### src/rtl/rle_row_byte_decoder_defines.svh
// Assertion macros shared by the decoder modules.
`ifndef RLE_ROW_BYTE_DECODER_DEFINES_SVH
`define RLE_ROW_BYTE_DECODER_DEFINES_SVH

// Same-cycle implication, checked out of reset.
`define RRBD_ASSERT_IMP(label, ante, cons) \
	label: assert property (@(posedge clk) disable iff (!arst_n) (ante) |-> (cons)) \
		else $error("rrbd check failed");

// Next-cycle implication, checked out of reset.
`define RRBD_ASSERT_NXT(label, ante, cons) \
	label: assert property (@(posedge clk) disable iff (!arst_n) (ante) |=> (cons)) \
		else $error("rrbd check failed");

`endif

### src/rtl/rrbd_pkg.sv
package rrbd_pkg;

	// Output packing
	localparam int OUT_LANES = 8;
	localparam int MAX_RES   = 16;
	localparam int RUN_CAP   = OUT_LANES * MAX_RES;

	// Command queue between front and back
	localparam int FIFO_DEPTH = 4;
	localparam int PTR_W      = $clog2(FIFO_DEPTH);
	localparam int CNT_W      = $clog2(FIFO_DEPTH + 1);

	// Configuration register indexes
	localparam int CFG_IDX_W = 1;
	localparam logic [CFG_IDX_W-1:0] CFG_RLE_MODE  = 1'b0;
	localparam logic [CFG_IDX_W-1:0] CFG_ROW_WIDTH = 1'b1;

	// Row parser phase
	typedef enum logic [3:0] {
		PH_HEADER  = 4'b0001,
		PH_LITERAL = 4'b0010,
		PH_RUN     = 4'b0100,
		PH_DONE    = 4'b1000
	} phase_t;

	// One classified request: total bytes of value to emit, 0 for a marker or a dropped byte
	typedef struct packed {
		logic [7:0] value;
		logic [6:0] total;
		logic       row_end;
		logic       overflow;
	} cmd_t;

	typedef struct packed {
		logic valid;
		cmd_t cmd;
	} push_t;

endpackage

### src/rtl/rrbd_in_if.sv
interface rrbd_in_if;
	logic       valid;
	logic       ready;
	logic [7:0] data_byte;
	logic       first_of_row;

	modport source (output valid, output data_byte, output first_of_row, input ready);
	modport sink   (input valid, input data_byte, input first_of_row, output ready);
endinterface

### src/rtl/rrbd_out_if.sv
interface rrbd_out_if;
	logic        valid;
	logic        ready;
	logic [63:0] out_bytes;
	logic [3:0]  byte_count;
	logic        last_of_item;
	logic        row_end;
	logic        overflow;

	modport source (output valid, output out_bytes, output byte_count, output last_of_item,
		output row_end, output overflow, input ready);
	modport sink   (input valid, input out_bytes, input byte_count, input last_of_item,
		input row_end, input overflow, output ready);
endinterface

### src/rtl/rle_row_byte_decoder.sv
// Run-length row decoder for one image channel row, one coded byte per request on "coded",
// decoded bytes packed up to eight per request on "decoded" (lane zero earliest). The front
// end parses headers and takes a new byte every cycle while its four-entry command queue has
// room; header bytes other than an end marker leave no command. The back end loads a
// command and emits one result per cycle while the receiver keeps up (one per eight bytes of
// a run) and loads no new one before its last result; back-end throughput sets the sustained
// rate and the queue absorbs short bursts. The result register holds a finished result while
// the next is formed. There is no start-up sweep: the block is ready straight out of reset.
// Write rle_mode and row_width only while no results are outstanding.
module rle_row_byte_decoder (
	input  logic                          clk,
	input  logic                          arst_n,
	input  logic                          cfg_we,
	input  logic [rrbd_pkg::CFG_IDX_W-1:0] cfg_idx,
	input  logic [15:0]                   cfg_data,
	rrbd_in_if.sink                       coded,
	rrbd_out_if.source                    decoded
);
	import rrbd_pkg::*;

	push_t push;
	logic  full;
	cmd_t  head;
	logic  empty;
	logic  pop;

	rrbd_front u_front (
		.clk      (clk),
		.arst_n   (arst_n),
		.cfg_we   (cfg_we),
		.cfg_idx  (cfg_idx),
		.cfg_data (cfg_data),
		.coded    (coded),
		.push     (push),
		.full     (full)
	);

	rrbd_cmd_fifo u_fifo (
		.clk    (clk),
		.arst_n (arst_n),
		.push   (push),
		.full   (full),
		.pop    (pop),
		.head   (head),
		.empty  (empty)
	);

	rrbd_back u_back (
		.clk     (clk),
		.arst_n  (arst_n),
		.head    (head),
		.empty   (empty),
		.pop     (pop),
		.decoded (decoded)
	);

endmodule

### src/rtl/rrbd_cmd_fifo.sv
`include "rle_row_byte_decoder_defines.svh"

module rrbd_cmd_fifo (
	input  logic           clk,
	input  logic           arst_n,
	input  rrbd_pkg::push_t push,
	output logic           full,
	input  logic           pop,
	output rrbd_pkg::cmd_t head,
	output logic           empty
);
	import rrbd_pkg::*;

	cmd_t             mem_q [FIFO_DEPTH];
	logic [PTR_W-1:0] wr_ptr_q;
	logic [PTR_W-1:0] rd_ptr_q;
	logic [CNT_W-1:0] cnt_q;
	logic             do_push;
	logic             do_pop;

	assign full    = (cnt_q == CNT_W'(FIFO_DEPTH));
	assign empty   = (cnt_q == '0);
	assign do_push = push.valid && !full;
	assign do_pop  = pop && !empty;
	assign head    = mem_q[rd_ptr_q];

	// storage
	always_ff @(posedge clk) begin
		if (do_push) begin
			mem_q[wr_ptr_q] <= push.cmd;
		end
	end

	// pointers and fill level
	always_ff @(posedge clk or negedge arst_n) begin
		if (!arst_n) begin
			wr_ptr_q <= '0;
			rd_ptr_q <= '0;
			cnt_q    <= '0;
		end else begin
			if (do_push) begin
				wr_ptr_q <= (wr_ptr_q == PTR_W'(FIFO_DEPTH - 1)) ? '0 : wr_ptr_q + 1'b1;
			end
			if (do_pop) begin
				rd_ptr_q <= (rd_ptr_q == PTR_W'(FIFO_DEPTH - 1)) ? '0 : rd_ptr_q + 1'b1;
			end
			if (do_push && !do_pop) begin
				cnt_q <= cnt_q + 1'b1;
			end else if (do_pop && !do_push) begin
				cnt_q <= cnt_q - 1'b1;
			end
		end
	end

	`RRBD_ASSERT_IMP(a_fill_bound, 1'b1, cnt_q <= CNT_W'(FIFO_DEPTH))
	`RRBD_ASSERT_NXT(a_fill_up, do_push && !do_pop, cnt_q == $past(cnt_q) + 1'b1)
	`RRBD_ASSERT_NXT(a_fill_down, do_pop && !do_push, cnt_q == $past(cnt_q) - 1'b1)

endmodule

### src/rtl/rrbd_front.sv
module rrbd_front (
	input  logic                          clk,
	input  logic                          arst_n,
	input  logic                          cfg_we,
	input  logic [rrbd_pkg::CFG_IDX_W-1:0] cfg_idx,
	input  logic [15:0]                   cfg_data,
	rrbd_in_if.sink                       coded,
	output rrbd_pkg::push_t               push,
	input  logic                          full
);
	import rrbd_pkg::*;

	logic        rle_mode_q;
	logic [15:0] row_width_q;
	phase_t      ph_q, ph_e, ph_n;
	logic [6:0]  rem_q, rem_e, rem_n;
	logic [15:0] col_q, col_e, col_n;
	logic        ovf_q, ovf_e, ovf_n;
	logic        accept;
	logic        fits;
	logic [15:0] col_inc;
	logic [15:0] room;
	logic [6:0]  take;
	logic        emit;
	cmd_t        cmd;

	assign coded.ready = !full;
	assign accept      = coded.valid && !full;

	// state as seen after a row restart
	always_comb begin
		if (coded.first_of_row) begin
			ph_e  = PH_HEADER;
			rem_e = '0;
			col_e = '0;
			ovf_e = 1'b0;
		end else begin
			ph_e  = ph_q;
			rem_e = rem_q;
			col_e = col_q;
			ovf_e = ovf_q;
		end
	end

	assign fits    = (col_e < row_width_q);
	assign col_inc = col_e + 16'd1;
	assign room    = fits ? (row_width_q - col_e) : 16'd0;

	// run length clipped to the row and to the result limit
	always_comb begin
		if ({9'd0, rem_e} < room) begin
			take = rem_e;
		end else begin
			take = room[6:0];
		end
		if (32'(take) > RUN_CAP) begin
			take = 7'(RUN_CAP);
		end
	end

	// classify the byte and work out the next parser state
	always_comb begin
		ph_n         = ph_e;
		rem_n        = rem_e;
		col_n        = col_e;
		ovf_n        = ovf_e;
		emit         = 1'b0;
		cmd.value    = coded.data_byte;
		cmd.total    = '0;
		cmd.row_end  = 1'b0;
		if (!rle_mode_q) begin
			emit = 1'b1;
			if (ph_e == PH_DONE) begin
				ovf_n = 1'b1;
			end else if (fits) begin
				col_n     = col_inc;
				cmd.total = 7'd1;
				if (col_inc >= row_width_q) begin
					ph_n        = PH_DONE;
					cmd.row_end = 1'b1;
				end
			end else begin
				ovf_n = 1'b1;
			end
		end else begin
			unique case (ph_e)
				PH_HEADER: begin
					if (coded.data_byte[6:0] == 7'd0) begin
						ph_n        = PH_DONE;
						emit        = 1'b1;
						cmd.row_end = 1'b1;
					end else begin
						rem_n = coded.data_byte[6:0];
						ph_n  = coded.data_byte[7] ? PH_LITERAL : PH_RUN;
					end
				end
				PH_LITERAL: begin
					emit = 1'b1;
					if (fits) begin
						col_n     = col_inc;
						cmd.total = 7'd1;
					end else begin
						ovf_n = 1'b1;
					end
					rem_n = rem_e - 7'd1;
					if (rem_e == 7'd1) begin
						ph_n = PH_HEADER;
					end
				end
				PH_RUN: begin
					emit      = 1'b1;
					cmd.total = take;
					col_n     = col_e + {9'd0, take};
					if (take < rem_e) begin
						ovf_n = 1'b1;
					end
					rem_n = '0;
					ph_n  = PH_HEADER;
				end
				PH_DONE: begin
				end
				default: begin
				end
			endcase
		end
		cmd.overflow = ovf_n;
	end

	assign push.valid = accept && emit;
	assign push.cmd   = cmd;

	// configuration registers
	always_ff @(posedge clk or negedge arst_n) begin
		if (!arst_n) begin
			rle_mode_q  <= 1'b1;
			row_width_q <= 16'hFFFF;
		end else if (cfg_we) begin
			unique case (cfg_idx)
				CFG_RLE_MODE:  rle_mode_q  <= cfg_data[0];
				CFG_ROW_WIDTH: row_width_q <= cfg_data;
				default: begin
				end
			endcase
		end
	end

	// parser state
	always_ff @(posedge clk or negedge arst_n) begin
		if (!arst_n) begin
			ph_q  <= PH_HEADER;
			rem_q <= '0;
			col_q <= '0;
			ovf_q <= 1'b0;
		end else if (accept) begin
			ph_q  <= ph_n;
			rem_q <= rem_n;
			col_q <= col_n;
			ovf_q <= ovf_n;
		end
	end

endmodule

### src/rtl/rrbd_back.sv
`include "rle_row_byte_decoder_defines.svh"

module rrbd_back (
	input  logic           clk,
	input  logic           arst_n,
	input  rrbd_pkg::cmd_t head,
	input  logic           empty,
	output logic           pop,
	rrbd_out_if.source     decoded
);
	import rrbd_pkg::*;

	logic        busy_q;
	logic [7:0]  val_q;
	logic [6:0]  rem_q;
	logic        rend_q;
	logic        ovf_q;
	logic        ov_valid_q;
	logic [63:0] ov_bytes_q;
	logic [3:0]  ov_count_q;
	logic        ov_last_q;
	logic        ov_rend_q;
	logic        ov_ovf_q;
	logic        step;
	logic [3:0]  lanes;
	logic [6:0]  rem_next;
	logic        last;
	logic [63:0] word;

	assign pop  = !busy_q && !empty;
	assign step = busy_q && (!ov_valid_q || decoded.ready);

	// lanes for the next result and the replicated word
	always_comb begin
		if (rem_q >= 7'(OUT_LANES)) begin
			lanes = 4'(OUT_LANES);
		end else begin
			lanes = rem_q[3:0];
		end
		rem_next = rem_q - {3'd0, lanes};
		last     = (rem_next == 7'd0);
		word     = '0;
		for (int i = 0; i < OUT_LANES; i++) begin
			if (4'(i) < lanes) begin
				word[8*i +: 8] = val_q;
			end
		end
	end

	// working command
	always_ff @(posedge clk or negedge arst_n) begin
		if (!arst_n) begin
			busy_q <= 1'b0;
		end else if (pop) begin
			busy_q <= 1'b1;
		end else if (step && last) begin
			busy_q <= 1'b0;
		end
	end

	always_ff @(posedge clk) begin
		if (pop) begin
			val_q  <= head.value;
			rem_q  <= head.total;
			rend_q <= head.row_end;
			ovf_q  <= head.overflow;
		end else if (step) begin
			rem_q <= rem_next;
		end
	end

	// output register
	always_ff @(posedge clk or negedge arst_n) begin
		if (!arst_n) begin
			ov_valid_q <= 1'b0;
		end else if (step) begin
			ov_valid_q <= 1'b1;
		end else if (decoded.ready) begin
			ov_valid_q <= 1'b0;
		end
	end

	always_ff @(posedge clk) begin
		if (step) begin
			ov_bytes_q <= word;
			ov_count_q <= lanes;
			ov_last_q  <= last;
			ov_rend_q  <= rend_q && last;
			ov_ovf_q   <= ovf_q;
		end
	end

	assign decoded.valid        = ov_valid_q;
	assign decoded.out_bytes    = ov_bytes_q;
	assign decoded.byte_count   = ov_count_q;
	assign decoded.last_of_item = ov_last_q;
	assign decoded.row_end      = ov_rend_q;
	assign decoded.overflow     = ov_ovf_q;

	`RRBD_ASSERT_IMP(a_lane_bound, ov_valid_q, ov_count_q <= 4'(OUT_LANES))
	`RRBD_ASSERT_IMP(a_marker_last, ov_valid_q && ov_count_q == 4'd0, ov_last_q)
	`RRBD_ASSERT_IMP(a_rowend_last, ov_valid_q && ov_rend_q, ov_last_q)
	`RRBD_ASSERT_NXT(a_stay_busy, step && !last, busy_q)

endmodule

### src/flat_wrapper.sv
// flat-port wrapper written by rule: the top's interface ports become plain ports
module rle_row_byte_decoder_flat import rrbd_pkg::*;
  (clk, arst_n, cfg_we, cfg_idx, cfg_data, coded_valid, coded_data_byte, coded_first_of_row, coded_ready, decoded_valid, decoded_out_bytes, decoded_byte_count, decoded_last_of_item, decoded_row_end, decoded_overflow, decoded_ready);
  rrbd_in_if coded_i ();
  rrbd_out_if decoded_i ();
  input  logic clk;
  input  logic arst_n;
  input  logic cfg_we;
  input  logic [rrbd_pkg::CFG_IDX_W-1:0] cfg_idx;
  input  logic [15:0] cfg_data;
  input wire logic [$bits(coded_i.valid)-1:0] coded_valid;
  input wire logic [$bits(coded_i.data_byte)-1:0] coded_data_byte;
  input wire logic [$bits(coded_i.first_of_row)-1:0] coded_first_of_row;
  output wire logic [$bits(coded_i.ready)-1:0] coded_ready;
  output wire logic [$bits(decoded_i.valid)-1:0] decoded_valid;
  output wire logic [$bits(decoded_i.out_bytes)-1:0] decoded_out_bytes;
  output wire logic [$bits(decoded_i.byte_count)-1:0] decoded_byte_count;
  output wire logic [$bits(decoded_i.last_of_item)-1:0] decoded_last_of_item;
  output wire logic [$bits(decoded_i.row_end)-1:0] decoded_row_end;
  output wire logic [$bits(decoded_i.overflow)-1:0] decoded_overflow;
  input wire logic [$bits(decoded_i.ready)-1:0] decoded_ready;
  assign coded_i.valid = coded_valid;
  assign coded_i.data_byte = coded_data_byte;
  assign coded_i.first_of_row = coded_first_of_row;
  assign coded_ready = coded_i.ready;
  assign decoded_valid = decoded_i.valid;
  assign decoded_out_bytes = decoded_i.out_bytes;
  assign decoded_byte_count = decoded_i.byte_count;
  assign decoded_last_of_item = decoded_i.last_of_item;
  assign decoded_row_end = decoded_i.row_end;
  assign decoded_overflow = decoded_i.overflow;
  assign decoded_i.ready = decoded_ready;
  rle_row_byte_decoder u_core (.clk(clk), .arst_n(arst_n), .cfg_we(cfg_we), .cfg_idx(cfg_idx), .cfg_data(cfg_data), .coded(coded_i), .decoded(decoded_i));
endmodule
### config.mk
export PLATFORM = sky130hd
export DESIGN_NAME = rle_row_byte_decoder_flat
export DESIGN_NICKNAME = d
export VERILOG_FILES = /design/src/rtl/rrbd_pkg.sv /design/src/rtl/rrbd_in_if.sv /design/src/rtl/rrbd_out_if.sv /design/src/rtl/rle_row_byte_decoder.sv /design/src/rtl/rrbd_cmd_fifo.sv /design/src/rtl/rrbd_front.sv /design/src/rtl/rrbd_back.sv /design/src/flat_wrapper.sv
export VERILOG_INCLUDE_DIRS = /design/src /design/src/rtl
export SDC_FILE = /design/constraint.sdc
export NUM_CORES = 1
export LEC_CHECK = 0
export BUFFER_PORTS_ARGS = -buffer_cell sky130_fd_sc_hd__buf_2
export CAP_MARGIN = 0
export CELL_PAD_IN_SITES_DETAIL_PLACEMENT = 2
export CELL_PAD_IN_SITES_GLOBAL_PLACEMENT = 2
export CORE_AREA = 5 5 190 192
export CTS_CLUSTER_DIAMETER = 40
export DETAILED_ROUTE_END_ITERATION = 8
export DIE_AREA = 0 0 195 197
export MAX_ROUTING_LAYER = met4
export PLACE_DENSITY = 0.74
export SLEW_MARGIN = 20
export SYNTH_ARGS = -nofsm -noshare
export SYNTH_HDL_FRONTEND = slang
export SYNTH_SLANG_ARGS = --single-unit
### constraint.sdc
create_clock -name clk -period 6 [get_ports clk]
set_input_delay 0.6 -clock clk [delete_from_list [all_inputs] [get_ports clk]]
set_output_delay 0.6 -clock clk [all_outputs]
set_load 0.01 [all_outputs]
==> results of run 1 <==
[kinds of logic after synthesis]
family                   synth area share, %
buffers and inverters                   3.56
adder cells (fa/ha/maj)                 7.29
flip-flops                              51.3
other                                 0.0318
XOR/XNOR                                2.52
multiplexers                            5.58
AO/OA/AOI/OAI                           14.5
AND/OR/NAND/NOR                         15.2
[worst max path at each step]
stage                                      to  depth (start not counted)  slack [ns]                      from
floorplan             u_core.u_front.col_q[8]                         29       0.006        coded_first_of_row
global placement      u_core.u_front.col_q[8]                         27        -0.1        coded_first_of_row
detailed placement    u_core.u_front.col_q[8]                         29       -0.56        coded_first_of_row
CTS                   u_core.u_front.col_q[8]                         28        0.02  u_core.u_front.col_q[10]
global route        u_core.u_fifo.mem_q[0][0]                         27       -0.13  u_core.u_front.col_q[12]
finish                u_core.u_front.col_q[8]                         28        0.20  u_core.u_front.col_q[12]
[flip-flops by register name, indices dropped and copies added, names as in the netlist, 3 cells and up]
signal / count
u_core.u_fifo.cnt_q: 3
u_core.u_back.decoded.byte_count: 4
u_core.u_front.col_q: 16
u_core.u_front.ph_q: 4
u_core.u_back.val_q: 8
u_core.u_fifo.mem_q: 68
u_core.u_back.decoded.out_bytes: 64
u_core.u_back.rem_q: 7
u_core.u_front.rem_q: 7
u_core.u_front.row_width_q: 16
[cell usage in the layout (no fill, tap or decap), drive strengths merged, types with 7 or more instances in the layout]
cell	netlist	layout
buf	11	202
edfxtp	156	156
nor2	93	93
nand2	85	85
o21ai	75	75
a21oi	67	67
inv	62	65
ha	64	64
clkbuf	34	48
nor2b	45	45
dfrtp	36	36
nand3	27	27
xnor2	24	24
mux2	21	21
dfstp	18	18
mux4	17	17
a21o	17	17
nor3	17	17
clkinv	2	17
nand2b	16	16
and2	15	15
and3	13	13
nand4	11	11
o21a	11	11
xor2	10	10
nor4	9	9
o211ai	7	7
a31oi	7	7
[worst max-delay path: cells and delay by family, from the launching register on]
family	cells	cell delay, ns
AOI/OAI and AO/OA	13	2.80
adders and majority gates	3	0.90
and+or+nand+nor	6	0.77
buffers and inverters	6	0.73
DFF	1	0.46
[layout make-up]
type | instances | area [sq um] | share of cell area [%]
Clock inverter | 18 | 111 | 0.749
Sequential cell | 210 | 6060 | 40.8
Clock buffer | 48 | 1050 | 7.07
Timing Repair Buffer | 202 | 1270 | 8.55
Tap cell | 455 | 569 | 3.83
Inverter | 64 | 240 | 1.62
Multi-Input combinational cell | 767 | 5570 | 37.4
[timing repair]
| action | CTS | global route |
|---|---|---|
| pin swaps | 1 | 7 |
| buffers inserted | 0 | 6 |
| gates cloned | 1 | 0 |
| resized for setup | 6 | 29 |
| setup endpoints to repair | 6 | 16 |
| hold endpoints to repair | 0 | 0 |
| hold buffers | 0 | 0 |
[power breakdown]
part | leakage [nW] | switching, mW | internal [mW]
combinational | 3.39 | 1.35 | 0.958
clock | 0.584 | 0.748 | 1.23
sequential | 2.12 | 0.247 | 1.93
total | 6.10 | 2.35 | 4.12
[routing by layer]
metal  global-route usage [%]  up-vias  part of all wire [%]
met2                     38.8      211                    53
met1                     24.7     4903                    41
met5                        -        -                     0
met3                     4.10       82                   3.7
met4                     6.72        0                   3.0
li1                         -     4412                     -
==> flow_summary.ini, run 1 <==
[logic_synthesis]
ys_top_cells_by_count = 156 x edfxtp_1, 93 x nor2_1, 85 x nand2_1
synth_edf_count = 156
syn_nets = 1183
yosys.area.top_type_share_pct = 39.7
netlist_area_sq_mm = 0.0118
synth.area.top_cells = edfxtp_1 40%, dfrtp_1 7.6%, ha_1 6.8%
synth_ff_type = edfxtp_1
ys_types = 79
async_flop_share_pct = 25.7
yosys_warnings = 0
synth.most_common_cell = edfxtp_1
syn_inst = 1085
synth_seq_cells = 210
synth_top_area_cell = edfxtp_1
avgSynthCellArea_sq_um = 10.9
synth.yosys.seq_area_share_pct = 51.3

[cells_and_area]
diodes = 0
final_cells = 1764
area_growth_pct = 25.9
stdcell_area_sq_mm = 0.0149
layout-drive-gt1-share_pct = 28.6
fin_nets = 1382
nFillCells = 3574
fin_util_pct = 43.5

[power]
p_leak_nw = 6.10
total_power_mw = 6.47
p_per_area_mw_per_mm2 = 435
vdd_drop_max_mv = 0.235

[clock_tree]
cts_sinks = 210
clkTransAtPathRegs_ns = 0.06
cts_buffers = 39
htree_levels = 2
clk_path_buf_depth = 3
insertion_delay_ns = 0.56
tritoncts = done
cts-root-buf = clkbuf_16

[die]
ioPinCount = 104
core-area_sq_mm = 0.0342
die_y_um = 197
start_util_pct = 34.5
die-area_sq_mm = 0.0384
row_count = 68
die_w_um = 195

[timing]
fin_setup_tns_ns = 0
rsz0062_at_grt = true
timing.fmax_mhz = 172
setup-violations-final = 0
period_needed_ns = 5.80
fin_ws_ns = 0.200
min_period_over_period_pct = 96.7
finClkSkew_ns = 0.0399
whs_ns = 0.237
tightestPinTransition_ns = 0.962
slew_viol_final = 0
relSlewSlack_pct = 35.9
hold_violations = 0

[grt]
first_global_vias = 10600
grt_usage_pct = 21.7
grt.overflow.total = 0
grt_pass1_wl_um = 63600
grt_max_degree = 74
grt_antenna_before_repair = 0

[worst_setup_path]
critPathMaxFanout = 6
slowest_stage = dfrtp_1
reg2reg_to = u_core.u_front.col_q[8]
required_ns = 6.41
cp-end-kind = flop
reg2reg_depth = 28
r2r_slack_ns = 0.20
cp_data_arrival_time_ns = 6.21
critPathKind = flop to flop
crit_path_max_incr_delay_ns = 0.46
worstSetupStartpointType = flop
r2r_start = u_core.u_front.col_q[12]

[detailed_routing]
vias_per_cell = 5.45
finalWirelength_um = 41400
vias = 9608
drc = 0
ant_nets = 0
drt_pre_antenna_iters = 5
routedWlPerCell_um = 23.5
dr.first_iter.drc_count = 383

[job]
maxCapViolations = 0

[outcome]
status = finished, final reports clean

[placed_design]
port-buffer-count = 103
place_ws_ns = -0.556
dpl.hpwl_um = 30300
dpl_cell_area_sq_mm = 0.0135
gp_congestion = 0.884
dpl.cell_count = 1691

[hold_path]
hold_path_class = input port to asynchronous set/reset pin
Note: power is estimated with default switching activity, not from simulation.
==> inputs of run 2 (changes only) <==
- REMOVE_ABC_BUFFERS: default -> 1
==> run 2 against run 1 <==
Against the previous run:
- clock power grew 13%
- core utilization rose by 0.57 points
- fmax increased by 2.3%
- global-route usage down 0.19 points
- first-iteration DRC count up 10%
- sequential share of layout area is 0.55 points lower
- clock-buffer cell count decreased by 4
==> flow_summary.ini, run 2 (same netlist as run 1, synthesis figures left out) <==
[outcome]
status = finished, final reports clean

[grt]
grt_max_degree = 74
grt.overflow.total = 0
first_global_vias = 11000
grt_usage_pct = 21.5
grt_antenna_before_repair = 0
grt_pass1_wl_um = 63600

[die]
ioPinCount = 104
die-area_sq_mm = 0.0384
core-area_sq_mm = 0.0342
row_count = 68
start_util_pct = 34.5
die_y_um = 197
die_w_um = 195

[timing]
timing.fmax_mhz = 176
hold_violations = 0
slew_viol_final = 0
relSlewSlack_pct = 28.9
setup-violations-final = 0
min_period_over_period_pct = 94.5
whs_ns = 0.284
tightestPinTransition_ns = 1.06
finClkSkew_ns = 0.0162
fin_ws_ns = 0.329
period_needed_ns = 5.67
fin_setup_tns_ns = 0

[detailed_routing]
drt_pre_antenna_iters = 5
vias = 9633
finalWirelength_um = 40400
drc = 0
vias_per_cell = 5.38
routedWlPerCell_um = 22.5
dr.first_iter.drc_count = 422
ant_nets = 0

[worst_setup_path]
critPathMaxFanout = 4
startpoint = u_core.u_front.col_q[0]
reg2reg_depth = 26
critPathCapture = u_core.u_front.col_q[8]
cp_data_arrival_time_ns = 6.10
slowest_stage = o41a_1
reg2reg_to = u_core.u_front.col_q[8]
required_ns = 6.42
critPathKind = flop to flop
worstSetupStartpointType = flop
r2r_slack_ns = 0.33
cp-end-kind = flop
r2r_start = u_core.u_front.col_q[0]
crit_path_max_incr_delay_ns = 0.47

[clock_tree]
insertion_delay_ns = 0.54
cts-root-buf = clkbuf_16
holdBufCountCts = 0
htree_levels = 2
cts_sinks = 210
clkTransAtPathRegs_ns = 0.05
clk_path_buf_depth = 3
tritoncts = done
cts_buffers = 38

[cells_and_area]
area_growth_pct = 27.6
seq_area_sq_mm = 0.00606
final_common_cell = edfxtp_1
nFillCells = 3620
fin_util_pct = 44.0
largest_reg_flops = 68
layout-drive-gt1-share_pct = 28.5
top_register = u_core.u_fifo.mem_q
diodes = 0
final_cell_mix = 156 x edfxtp_1, 125 x buf_4, 103 x buf_2
multiInputGateArea_sq_mm = 0.00543
fin_nets = 1406

[power]
vdd_drop_max_mv = 0.239
p_leak_nw = 6.24
total_power_mw = 6.66
p_per_area_mw_per_mm2 = 442

[placed_design]
port-buffer-count = 103
place_ws_ns = -0.481
gp_congestion = 0.873
dpl.hpwl_um = 30400

[job]
maxCapViolations = 0

[hold_path]
hold_path_class = input port to asynchronous set/reset pin
==> run 2: cell count changes in the layout (fill, tap and decap cells not counted), sizes merged <==
cell,change
bufinv,+6
buf,+26
clkinv,-5
clkinvlp,+5
clkbuf,-4
o41ai,-1
==> run 2: routing by layer <==
metal	GRT usage [%]	share of wire, %	vias up	routed length [um]
li1	-	-	4452	-
met1	23.3	39	4894	15700
met2	40.7	55	209	22100
met3	3.11	3.5	78	1430
met4	6.36	2.7	0	1100
met5	-	0	-	0
==> run 2: cell type report <==
type / instances / share of cell area [%]
sequential: 210 / 40.2
tap: 455 / 3.78
inverter: 64 / 1.59
clock buffer: 44 / 6.67
multi-input combinational: 766 / 36.0
timing repair buffer: 228 / 9.65
clock inverter: 24 / 2.08
==> run 2: stage by stage <==
step                      cell area [sq um]  cells
after floorplan                       11600   1040
after global placement                13700   1721
after detailed placement              13700   1721
after CTS                             15000   1789
after global routing                  15100   1791
final                                 15100   1791
==> run 2: critical path: cells and delay by family, from the launching register on <==
| family | cells | cell delay [ns] |
|---|---|---|
| xor gates and xnor gates | 1 | 0.19 |
| and+or+nand+nor | 7 | 1.01 |
| buffers and inverters | 2 | 0.12 |
| adders and majority gates | 5 | 1.59 |
| AOI/OAI and AO/OA | 11 | 2.31 |
| DFF | 1 | 0.35 |
==> run 2: repair_timing <==
action / 4_1_cts / 5_1_grt
gates resized for setup: 1 / 17
setup buffers: 0 / 2
pin swaps: 0 / 5
endpoints found under the setup margin: 4 / 15
==> run 2: worst min-delay path by stage <==
stage / startpoint / endpoint / slack (ns)
4_1_cts: arst_n / u_core.u_front.col_q[7] / 0.29
5_1_grt: cfg_data[10] / u_core.u_front.row_width_q[10] / 0.30
2_1_floorplan: arst_n / u_core.u_back.busy_q / 0.30
6_report: arst_n / u_core.u_front.col_q[8] / 0.28
3_3_place_gp: u_core.u_back.ovf_q / u_core.u_back.decoded.overflow / 0.40
3_5_place_dp: u_core.u_back.ovf_q / u_core.u_back.decoded.overflow / 0.43
==> run 2: where the power goes <==
part	total, mW	switching [mW]	leakage [nW]	internal, mW
Clock	2.23	0.763	0.630	1.46
Combinational	2.27	1.30	3.49	0.965
Sequential	2.17	0.233	2.13	1.93
Total	6.66	2.30	6.24	4.36
